### config.mk
export PLATFORM = sky130hd
export DESIGN_NAME = signed_integer_to_radix_digits_unit
export DESIGN_NICKNAME = d
export VERILOG_FILES = /design/src/design/sirtd_pkg.sv /design/src/design/sirtd_ram.sv /design/src/design/signed_integer_to_radix_digits_unit.sv
export SDC_FILE = /design/constraint.sdc
export NUM_CORES = 2
export LEC_CHECK = 0
export BUFFER_PORTS_ARGS = -buffer_cell sky130_fd_sc_hd__buf_2
export CAP_MARGIN = 20
export CORE_ASPECT_RATIO = 1.5
export CORE_MARGIN = 1
export CORE_UTILIZATION = 50
export CTS_BUF_LIST = sky130_fd_sc_hd__clkbuf_4 sky130_fd_sc_hd__clkbuf_8 sky130_fd_sc_hd__clkbuf_16
export CTS_CLUSTER_SIZE = 14
export DETAILED_ROUTE_END_ITERATION = 10
export HOLD_SLACK_MARGIN = 0.06
export PLACE_DENSITY = 0.72
export SLEW_MARGIN = 20
export SYNTH_ARGS = -nofsm -noshare
export SYNTH_HDL_FRONTEND = slang
export SYNTH_SLANG_ARGS = --single-unit
### constraint.sdc
create_clock -name clk -period 6.8 [get_ports clk]
set_input_delay 0.68 -clock clk [delete_from_list [all_inputs] [get_ports clk]]
set_output_delay 0.68 -clock clk [all_outputs]
set_load 0.01 [all_outputs]
### src/design/sirtd_pkg.sv
// ----------------------------------------------------------------------------
// sirtd_pkg: shared types and constants for the radix digit unit
// Request and result structs, opcodes, special symbols and sequencer states.
// ----------------------------------------------------------------------------
package sirtd_pkg;

  localparam int MAX_SYMBOLS = 256;
  localparam int MAX_DIGITS  = 32;
  localparam int VALUE_W     = 32;
  localparam int SYM_W       = 8;
  localparam int SYM_COUNT   = 2 ** SYM_W;
  localparam int LEN_W       = $clog2(MAX_SYMBOLS + 1);
  localparam int ADDR_W      = $clog2(MAX_SYMBOLS);
  localparam int DCNT_W      = $clog2(MAX_DIGITS + 1);
  localparam int DIDX_W      = $clog2(MAX_DIGITS);
  localparam int BIT_W       = $clog2(VALUE_W);

  localparam logic [1:0] OP_CLEAR   = 2'd0;
  localparam logic [1:0] OP_APPEND  = 2'd1;
  localparam logic [1:0] OP_CONVERT = 2'd2;

  localparam logic [SYM_W-1:0] SYM_PLUS  = 8'h2B;
  localparam logic [SYM_W-1:0] SYM_MINUS = 8'h2D;

  typedef struct packed {
    logic [1:0]               opcode;
    logic [SYM_W-1:0]         symbol;
    logic signed [VALUE_W-1:0] value;
  } in_req_t;

  typedef struct packed {
    logic [SYM_W-1:0] out_char;
    logic             last;
  } out_rsp_t;

  typedef enum logic [2:0] {
    ST_IDLE,
    ST_SIGN,
    ST_DIV,
    ST_RD,
    ST_LOAD,
    ST_OUT
  } state_t;

endpackage

### src/design/sirtd_ram.sv
// ----------------------------------------------------------------------------
// sirtd_ram: generic single write, single read memory
// One write port and one read port with registered read data.
// ----------------------------------------------------------------------------
module sirtd_ram #(
  parameter int WIDTH = 8,
  parameter int DEPTH = 256
) (
  input  logic                     clk,
  input  logic                     we,
  input  logic [$clog2(DEPTH)-1:0] waddr,
  input  logic [WIDTH-1:0]         wdata,
  input  logic                     re,
  input  logic [$clog2(DEPTH)-1:0] raddr,
  output logic [WIDTH-1:0]         rdata
);

  logic [WIDTH-1:0] mem_r [DEPTH];
  logic [WIDTH-1:0] rdata_r;

  always_ff @(posedge clk) begin
    if (we) begin
      mem_r[waddr] <= wdata;
    end
    if (re) begin
      rdata_r <= mem_r[raddr];
    end
  end

  assign rdata = rdata_r;

endmodule

### src/design/signed_integer_to_radix_digits_unit.sv
// ----------------------------------------------------------------------------
// signed_integer_to_radix_digits_unit: signed value to alphabet digit string
// Holds a digit alphabet loaded by clear and append requests and converts a
// signed 32-bit value into a sign and digit symbols, most significant first.
// ----------------------------------------------------------------------------
// sequence: clear and append are done in the idle state; a convert passes a minus sign
//   through ST_SIGN, runs one full division per digit (none for zero) and steps each digit
//   character through ST_RD, ST_LOAD and ST_OUT; requests are taken one at a time and the
//   unit stays busy until the conversion is done; the divider yields one bit a cycle
// reset: sequencer idle, no output pending, alphabet empty and good, seen map
//   cleared; alphabet memory contents stay undefined until written
module signed_integer_to_radix_digits_unit (
  input  logic               clk,
  input  logic               rst_n,
  input  logic               in_valid,
  output logic               in_stall,
  input  sirtd_pkg::in_req_t in_data,
  output logic               out_valid,
  input  logic               out_stall,
  output sirtd_pkg::out_rsp_t out_data
);
  import sirtd_pkg::*;

  localparam logic [LEN_W-1:0] LEN_FULL = LEN_W'(MAX_SYMBOLS);

  // sequencer and alphabet bookkeeping
  state_t               state_r, state_nxt;
  logic [LEN_W-1:0]     len_r, len_nxt;
  logic                 bad_r, bad_nxt;
  logic [SYM_COUNT-1:0] seen_r, seen_nxt;

  // divider working registers
  logic [LEN_W-1:0]     radix_r, radix_nxt;
  logic [LEN_W-1:0]     rem_r, rem_nxt;
  logic [VALUE_W-1:0]   quo_r, quo_nxt;
  logic [BIT_W-1:0]     cnt_r, cnt_nxt;

  // digit buffer, filled least significant first and drained in reverse
  logic [ADDR_W-1:0]    digs_r [MAX_DIGITS];
  logic [DCNT_W-1:0]    ndig_r, ndig_nxt;
  logic [DIDX_W-1:0]    idx_r, idx_nxt;
  logic                 dig_we;
  logic [DIDX_W-1:0]    dig_waddr;
  logic [ADDR_W-1:0]    dig_wdata;

  // output register
  logic                 out_valid_r, out_valid_nxt;
  out_rsp_t             out_rsp_r, out_rsp_nxt;

  // alphabet memory port
  logic                 ram_we, ram_re;
  logic [SYM_W-1:0]     ram_rdata;

  // divider step: shift in the next dividend bit and try to subtract radix
  logic [LEN_W:0]       trial;
  logic                 trial_ge;
  logic [LEN_W:0]       trial_diff;
  logic [LEN_W-1:0]     rem_step;
  logic [VALUE_W-1:0]   quo_step;

  // magnitude of the incoming value, exact for the most negative value too
  logic                 val_neg;
  logic [VALUE_W-1:0]   val_mag;

  assign val_neg = in_data.value[VALUE_W-1];
  assign val_mag = val_neg ? (VALUE_W'(0) - $unsigned(in_data.value))
                           : $unsigned(in_data.value);

  assign trial      = {rem_r, quo_r[VALUE_W-1]};
  assign trial_ge   = (trial >= {1'b0, radix_r});
  assign trial_diff = trial - {1'b0, radix_r};
  assign rem_step   = trial_ge ? trial_diff[LEN_W-1:0] : trial[LEN_W-1:0];
  assign quo_step   = {quo_r[VALUE_W-2:0], trial_ge};

  sirtd_ram #(
    .WIDTH (SYM_W),
    .DEPTH (MAX_SYMBOLS)
  ) u_alpha_ram (
    .clk   (clk),
    .we    (ram_we),
    .waddr (len_r[ADDR_W-1:0]),
    .wdata (in_data.symbol),
    .re    (ram_re),
    .raddr (digs_r[idx_r]),
    .rdata (ram_rdata)
  );

  always_ff @(posedge clk) begin
    if (!rst_n) begin
      state_r     <= ST_IDLE;
      len_r       <= '0;
      bad_r       <= 1'b0;
      seen_r      <= '0;
      out_valid_r <= 1'b0;
    end else begin
      state_r     <= state_nxt;
      len_r       <= len_nxt;
      bad_r       <= bad_nxt;
      seen_r      <= seen_nxt;
      out_valid_r <= out_valid_nxt;
    end
  end

  // payload registers, no reset
  always_ff @(posedge clk) begin
    radix_r   <= radix_nxt;
    rem_r     <= rem_nxt;
    quo_r     <= quo_nxt;
    cnt_r     <= cnt_nxt;
    ndig_r    <= ndig_nxt;
    idx_r     <= idx_nxt;
    out_rsp_r <= out_rsp_nxt;
    if (dig_we) begin
      digs_r[dig_waddr] <= dig_wdata;
    end
  end

  always_comb begin
    state_nxt     = state_r;
    len_nxt       = len_r;
    bad_nxt       = bad_r;
    seen_nxt      = seen_r;
    radix_nxt     = radix_r;
    rem_nxt       = rem_r;
    quo_nxt       = quo_r;
    cnt_nxt       = cnt_r;
    ndig_nxt      = ndig_r;
    idx_nxt       = idx_r;
    out_valid_nxt = out_valid_r;
    out_rsp_nxt   = out_rsp_r;
    ram_we        = 1'b0;
    ram_re        = 1'b0;
    dig_we        = 1'b0;
    dig_waddr     = ndig_r[DIDX_W-1:0];
    dig_wdata     = rem_step[ADDR_W-1:0];

    unique case (state_r)
      ST_IDLE: begin
        if (in_valid) begin
          unique case (in_data.opcode)
            OP_CLEAR: begin
              seen_nxt = '0;
              len_nxt  = '0;
              bad_nxt  = 1'b0;
            end
            OP_APPEND: begin
              // a zero symbol is dropped without touching any state
              if (in_data.symbol != '0) begin
                if (len_r == LEN_FULL) begin
                  bad_nxt = 1'b1;
                end else begin
                  if (in_data.symbol == SYM_PLUS || in_data.symbol == SYM_MINUS ||
                      seen_r[in_data.symbol]) begin
                    bad_nxt = 1'b1;
                  end
                  seen_nxt[in_data.symbol] = 1'b1;
                  ram_we  = 1'b1;
                  len_nxt = len_r + 1'b1;
                end
              end
            end
            OP_CONVERT: begin
              // a bad alphabet or one with fewer than two symbols gives nothing
              if (!bad_r && len_r > LEN_W'(1)) begin
                radix_nxt = len_r;
                quo_nxt   = val_mag;
                rem_nxt   = '0;
                cnt_nxt   = '0;
                ndig_nxt  = '0;
                if (val_neg) begin
                  out_rsp_nxt.out_char = SYM_MINUS;
                  out_rsp_nxt.last     = 1'b0;
                  out_valid_nxt        = 1'b1;
                  state_nxt            = ST_SIGN;
                end else if (val_mag == '0) begin
                  // zero is the single digit 0
                  dig_we    = 1'b1;
                  dig_waddr = '0;
                  dig_wdata = '0;
                  idx_nxt   = '0;
                  state_nxt = ST_RD;
                end else begin
                  state_nxt = ST_DIV;
                end
              end
            end
            default: begin
            end
          endcase
        end
      end
      ST_SIGN: begin
        if (!out_stall) begin
          out_valid_nxt = 1'b0;
          state_nxt     = ST_DIV;
        end
      end
      ST_DIV: begin
        rem_nxt = rem_step;
        quo_nxt = quo_step;
        cnt_nxt = cnt_r + 1'b1;
        if (cnt_r == BIT_W'(VALUE_W - 1)) begin
          // remainder is the next digit, quotient carries on
          dig_we   = 1'b1;
          ndig_nxt = ndig_r + 1'b1;
          rem_nxt  = '0;
          cnt_nxt  = '0;
          if (quo_step == '0) begin
            idx_nxt   = ndig_r[DIDX_W-1:0];
            state_nxt = ST_RD;
          end
        end
      end
      ST_RD: begin
        ram_re    = 1'b1;
        state_nxt = ST_LOAD;
      end
      ST_LOAD: begin
        out_rsp_nxt.out_char = ram_rdata;
        out_rsp_nxt.last     = (idx_r == '0);
        out_valid_nxt        = 1'b1;
        state_nxt            = ST_OUT;
      end
      ST_OUT: begin
        if (!out_stall) begin
          out_valid_nxt = 1'b0;
          if (idx_r == '0) begin
            state_nxt = ST_IDLE;
          end else begin
            idx_nxt   = idx_r - 1'b1;
            state_nxt = ST_RD;
          end
        end
      end
      default: begin
        state_nxt = ST_IDLE;
      end
    endcase
  end

  // requests are only taken while the sequencer is idle
  assign in_stall  = (state_r != ST_IDLE);
  assign out_valid = out_valid_r;
  assign out_data  = out_rsp_r;

endmodule

==> summary.md <==
| Metric | Value |
|---|---|
| Placed instance area | `111400 um2` |
| Crit path DAT | `6.60 ns` |
| Vias in the first global route | `66120` |
| Seq/Total Area, Yosys | `71.90%` |
| Fillers | `16230` |
| Clock Path Buffers | `4` |
| Final Cell Area | `118800 um2` |
| WP data required | `7.42 ns` |
| Final Hold Fails | `0` |
| Normalized max-slew margin | `21.61%` |
| Clock-pin slew on the worst setup and hold paths | `0.06 ns` |
| DRC viols | `0` |
| Area grow syn2layout | `10.71%` |
| Vias per cell | `6.436` |
| Die Width | `380.3 um` |
| RSZ-0062 raised after global routing | `no` |
| Initial antenna violation count | `19` |
| Fin. max-slew vios | `0` |
| CTS Root Cell | `clkbuf_16` |
| Nets@finish | `7647` |
| Worst-path maximum fanout | `74` |
| Port buffer count | `56` |
| Main flop type after synthesis | `edfxtp_1` |
| Crit. End Element | `flip-flop` |
| CTS Buf Count | `236` |
| Delay-heaviest family, CP | `compound AO/OA/AOI/OAI gates` |
| CP startpoint kind | `flip-flop` |
| Least-Margin Pin Slew | `1.175 ns` |
| Hold Path End | `u_alpha_ram.mem_r[186][3]$_DFFE_PP_` |
| Reg2reg path depth | `15` |
| Largest net degree at the start of global routing | `265` |
| Power Total | `31.44 mW` |
| Grt total ovfl | `0` |
| Final Cycle Share | `87.94%` |
| Routability Congestion | `0.9733` |
| Worst Path Buf+Inv | `5` |
| I/O pin cnt | `57` |
| Async SR Flop Fraction | `0%` |
| Post-synth cell types | `84` |
| Yosys warns | `0` |
| Hold depth | `1` |
| Clk network pwr share | `41.0%` |
| Most frequent cell on the critical path | `buf_4` |
| PostCTS Resize Cnt | `0` |
| Dpl hpwl | `198200 um` |
| Row count | `207` |
| Post-Synthesis Net Count | `7665` |
| # setup viols final | `0` |
| Antenna Nets Post-Route | `0` |
| CTS tree | `done` |
| Worst R2R Setup Slack | `0.82 ns` |
| Initial DRC Count | `9343` |
| First-pass GRT wire length | `450400 um` |
| Total core area | `212600 um2` |
| Detailed-route via count | `68060` |
| Max cap viols | `0` |
| CP max stage cell | `a221oi_1` |
| Worst hold path startpoint | `in_data[35]` |
| DR WL/cell | `29.87 um` |
| CP max stage delay | `1.04 ns` |
| Initial Util | `50.47%` |
| Peak VDD IR | `208.5 uV` |
| Worst-skew pair later-pin latency | `0.91 ns` |
| Yosys top cell by area | `edfxtp_1` |
| Synth Instances | `7600` |
| Synth top area cells | `edfxtp_1, mux2i_1, dfxtp_1` |
| Worst min-delay path class | `in -> reg` |
| H-tree depth | `4` |
| Final min period | `5.980 ns` |
| Die ar. | `216500 um2` |
| Worst hold slack | `0.1422 ns` |
| Sequential fraction of design power | `56.7%` |
| Syn Std Cell Area | `107300 um2` |
| R2R Path End | `u_alpha_ram.rdata[5]$_DFFE_PP_` |
| Share of layout cells above drive strength 1 | `11.87%` |
| Yosys top cell area share | `66.77%` |
| Pwr Density | `264.6 nW/um2` |
| Total Routed Length | `315900 um` |
| Comb pwr share | `2.4%` |
| Synthesis-stage register bit count | `2661` |
| Switching share of power | `20.25%` |
| Status | `finished, final reports clean` |
| Leak | `39.50 nW` |
| Setup TNS Final | `0 ns` |
| FMAX | `167.2 MHz` |
| Worst path cell trace | `buf_4 > nor2b_1 > a22oi_1 > nand3_1 > nand4_1 > buf_4 > buf_12 > buf_4 > mux2i_1 > mux2i_1 > a221oi_1 > o211ai_1 > nor4_1 > buf_4 > nor4_1` |
| TritonCTS sink count | `2661` |
| Crit Path Category | `reg -> reg` |
| EDFF count, synth | `2386` |
| Clk_skew | `0.08163 ns` |
| Internal Pwr Total | `25.07 mW` |
| Total GRT Usage | `28.47%` |
| Switching power | `6.366 mW` |
| Pre-Repair DR Iteration Count | `7` |
| Syn_area_per_cell | `14.12 um2` |
| Die Y | `569.4 um` |
[layout make-up]
type / count / area (um2) / area share, %
clock inverters: 70 / 553.0 / 0.4655
multi-input cells: 4387 / 28300 / 23.82
diodes: 10 / 25.02 / 0.02106
inverters: 29 / 108.9 / 0.09163
well taps: 2821 / 3530 / 2.971
clock buffers: 329 / 6750 / 5.682
flip-flops and latches: 2661 / 77160 / 64.95
repair buffers: 267 / 2377 / 2.001
[logic make-up after synthesis]
kind of cell               synth area share [%]
DFF                                       71.90
and+or+nand+nor                           9.779
AOI/OAI and AO/OA                         6.952
muxes                                     8.611
buffers and inverters                     2.130
xor gates and xnor gates                 0.3999
adders and majority gates                0.2285
[through the flow]
step	worst slack [ns]	util, %	std cells
6_report	0.8203	55.87	10570
5_1_grt	0.7046	55.86	10570
4_1_cts	0.7806	55.81	10560
3_5_place_dp	0.8217	52.38	10160
3_3_place_gp	0.7239	52.33	10160
2_1_floorplan	1.593	-	7600
[how the worst max path moves through the flow]
stage / startpoint / to / cells past startpoint
2_1_floorplan: len_r[1]$_SDFFE_PN0P_ / cnt_r[0]$_SDFFCE_PN0P_ / 8
3_3_place_gp: flip-flop / u_alpha_ram.rdata[3]$_DFFE_PP_ / 12
3_5_place_dp: flip-flop / u_alpha_ram.rdata[5]$_DFFE_PP_ / 15
4_1_cts: flip-flop / u_alpha_ram.rdata[5]$_DFFE_PP_ / 15
5_1_grt: flip-flop / u_alpha_ram.rdata[5]$_DFFE_PP_ / 15
6_report: flip-flop / u_alpha_ram.rdata[5]$_DFFE_PP_ / 15
[registers in the layout (all words and copies together) (netlist names), named ones only]
name               flops
bad_r                  1
ndig_r                 5
out_valid              1
len_r                  9
u_alpha_ram.rdata      8
digs_r               256
idx_r                  5
u_alpha_ram.mem_r   2048
radix_r                9
out_data               9
quo_r                 32
seen_r               256
rem_r                  9
cnt_r                  5
state_r                3
[power groups by stage]
stage	Sequential [mW]	Clock [mW]	Combinational, mW
floorplan	18.2	0	0.298
global placement	18.2	0	0.700
detailed placement	18.2	0	0.722
CTS	17.8	12.9	0.724
global route	17.8	13.5	0.776
finish	17.8	12.9	0.745
[synthesized netlist by cell type, types with 15 or more instances]
library cell	number
nand2b_1	24
inv_1	29
mux4_2	145
mux2_2	32
o2111ai_1	15
nand2_1	987
a32oi_1	31
nor2_1	670
a21o_1	18
a311oi_1	47
mux2i_1	555
o221a_2	21
and3_1	45
ha_1	18
nor3_1	58
dfxtp_1	275
o31ai_1	45
a31oi_1	100
nor4_1	56
a211oi_1	45
a221oi_1	73
clkbuf_1	345
xor2_1	35
and2_1	24
nand3_1	450
buf_1	40
nand4_1	35
buf_2	123
a21oi_1	326
nor2b_1	27
edfxtp_1	2386
o22ai_1	23
a22oi_1	20
o221ai_1	36
o21ai_0	265
[worst register-to-register path, delay by kind of cell (launching register included)]
kind / cells / cell delay [ns]
simple gates: 5 / 1.51
compound gates: 3 / 1.51
buf+inv: 5 / 1.48
flops: 1 / 0.71
mux: 2 / 0.52
[repair_timing]
item,4_1_cts,5_1_grt
hold endpoints to repair,1,0
buffers inserted,0,0
hold buffers,1,0
[layout by cell type (no fill, tap or decap), types with 23 or more instances in the layout]
cell / netlist / routed
and3_1: 45 / 45
a211oi_1: 45 / 45
buf_2: 123 / 48
clkbuf_4: 0 / 75
mux4_2: 145 / 145
mux2i_1: 555 / 554
buf_4: 14 / 176
dfxtp_1: 275 / 273
o21ai_0: 265 / 261
inv_1: 29 / 29
o31ai_1: 45 / 45
clkbuf_16: 0 / 239
edfxtp_1: 2386 / 2386
a221oi_1: 73 / 73
nor4_1: 56 / 45
nand2b_1: 24 / 24
nand2_1: 987 / 984
nor2b_1: 27 / 25
nor3_1: 58 / 38
a31oi_1: 100 / 100
o221ai_1: 36 / 36
nand4_1: 35 / 35
a32oi_1: 31 / 31
clkinv_1: 0 / 31
xor2_1: 35 / 35
o22ai_1: 23 / 23
buf_12: 0 / 33
nor2_1: 670 / 653
a311oi_1: 47 / 47
and2_1: 24 / 23
mux2_2: 32 / 31
nand3_1: 450 / 447
a21oi_1: 326 / 325
[per-layer routing]
| metal | global-route usage [%] | part of all wire [%] | up-vias |
|---|---|---|---|
| li1 | - | - | 28800 |
| met1 | 32.50 | 33 | 33770 |
| met2 | 46.87 | 48 | 4313 |
| met3 | 5.354 | 9.8 | 1162 |
| met4 | 23.21 | 9.7 | 18 |
| met5 | 0 | 0.038 | - |
(Power assumes the default switching activity.)
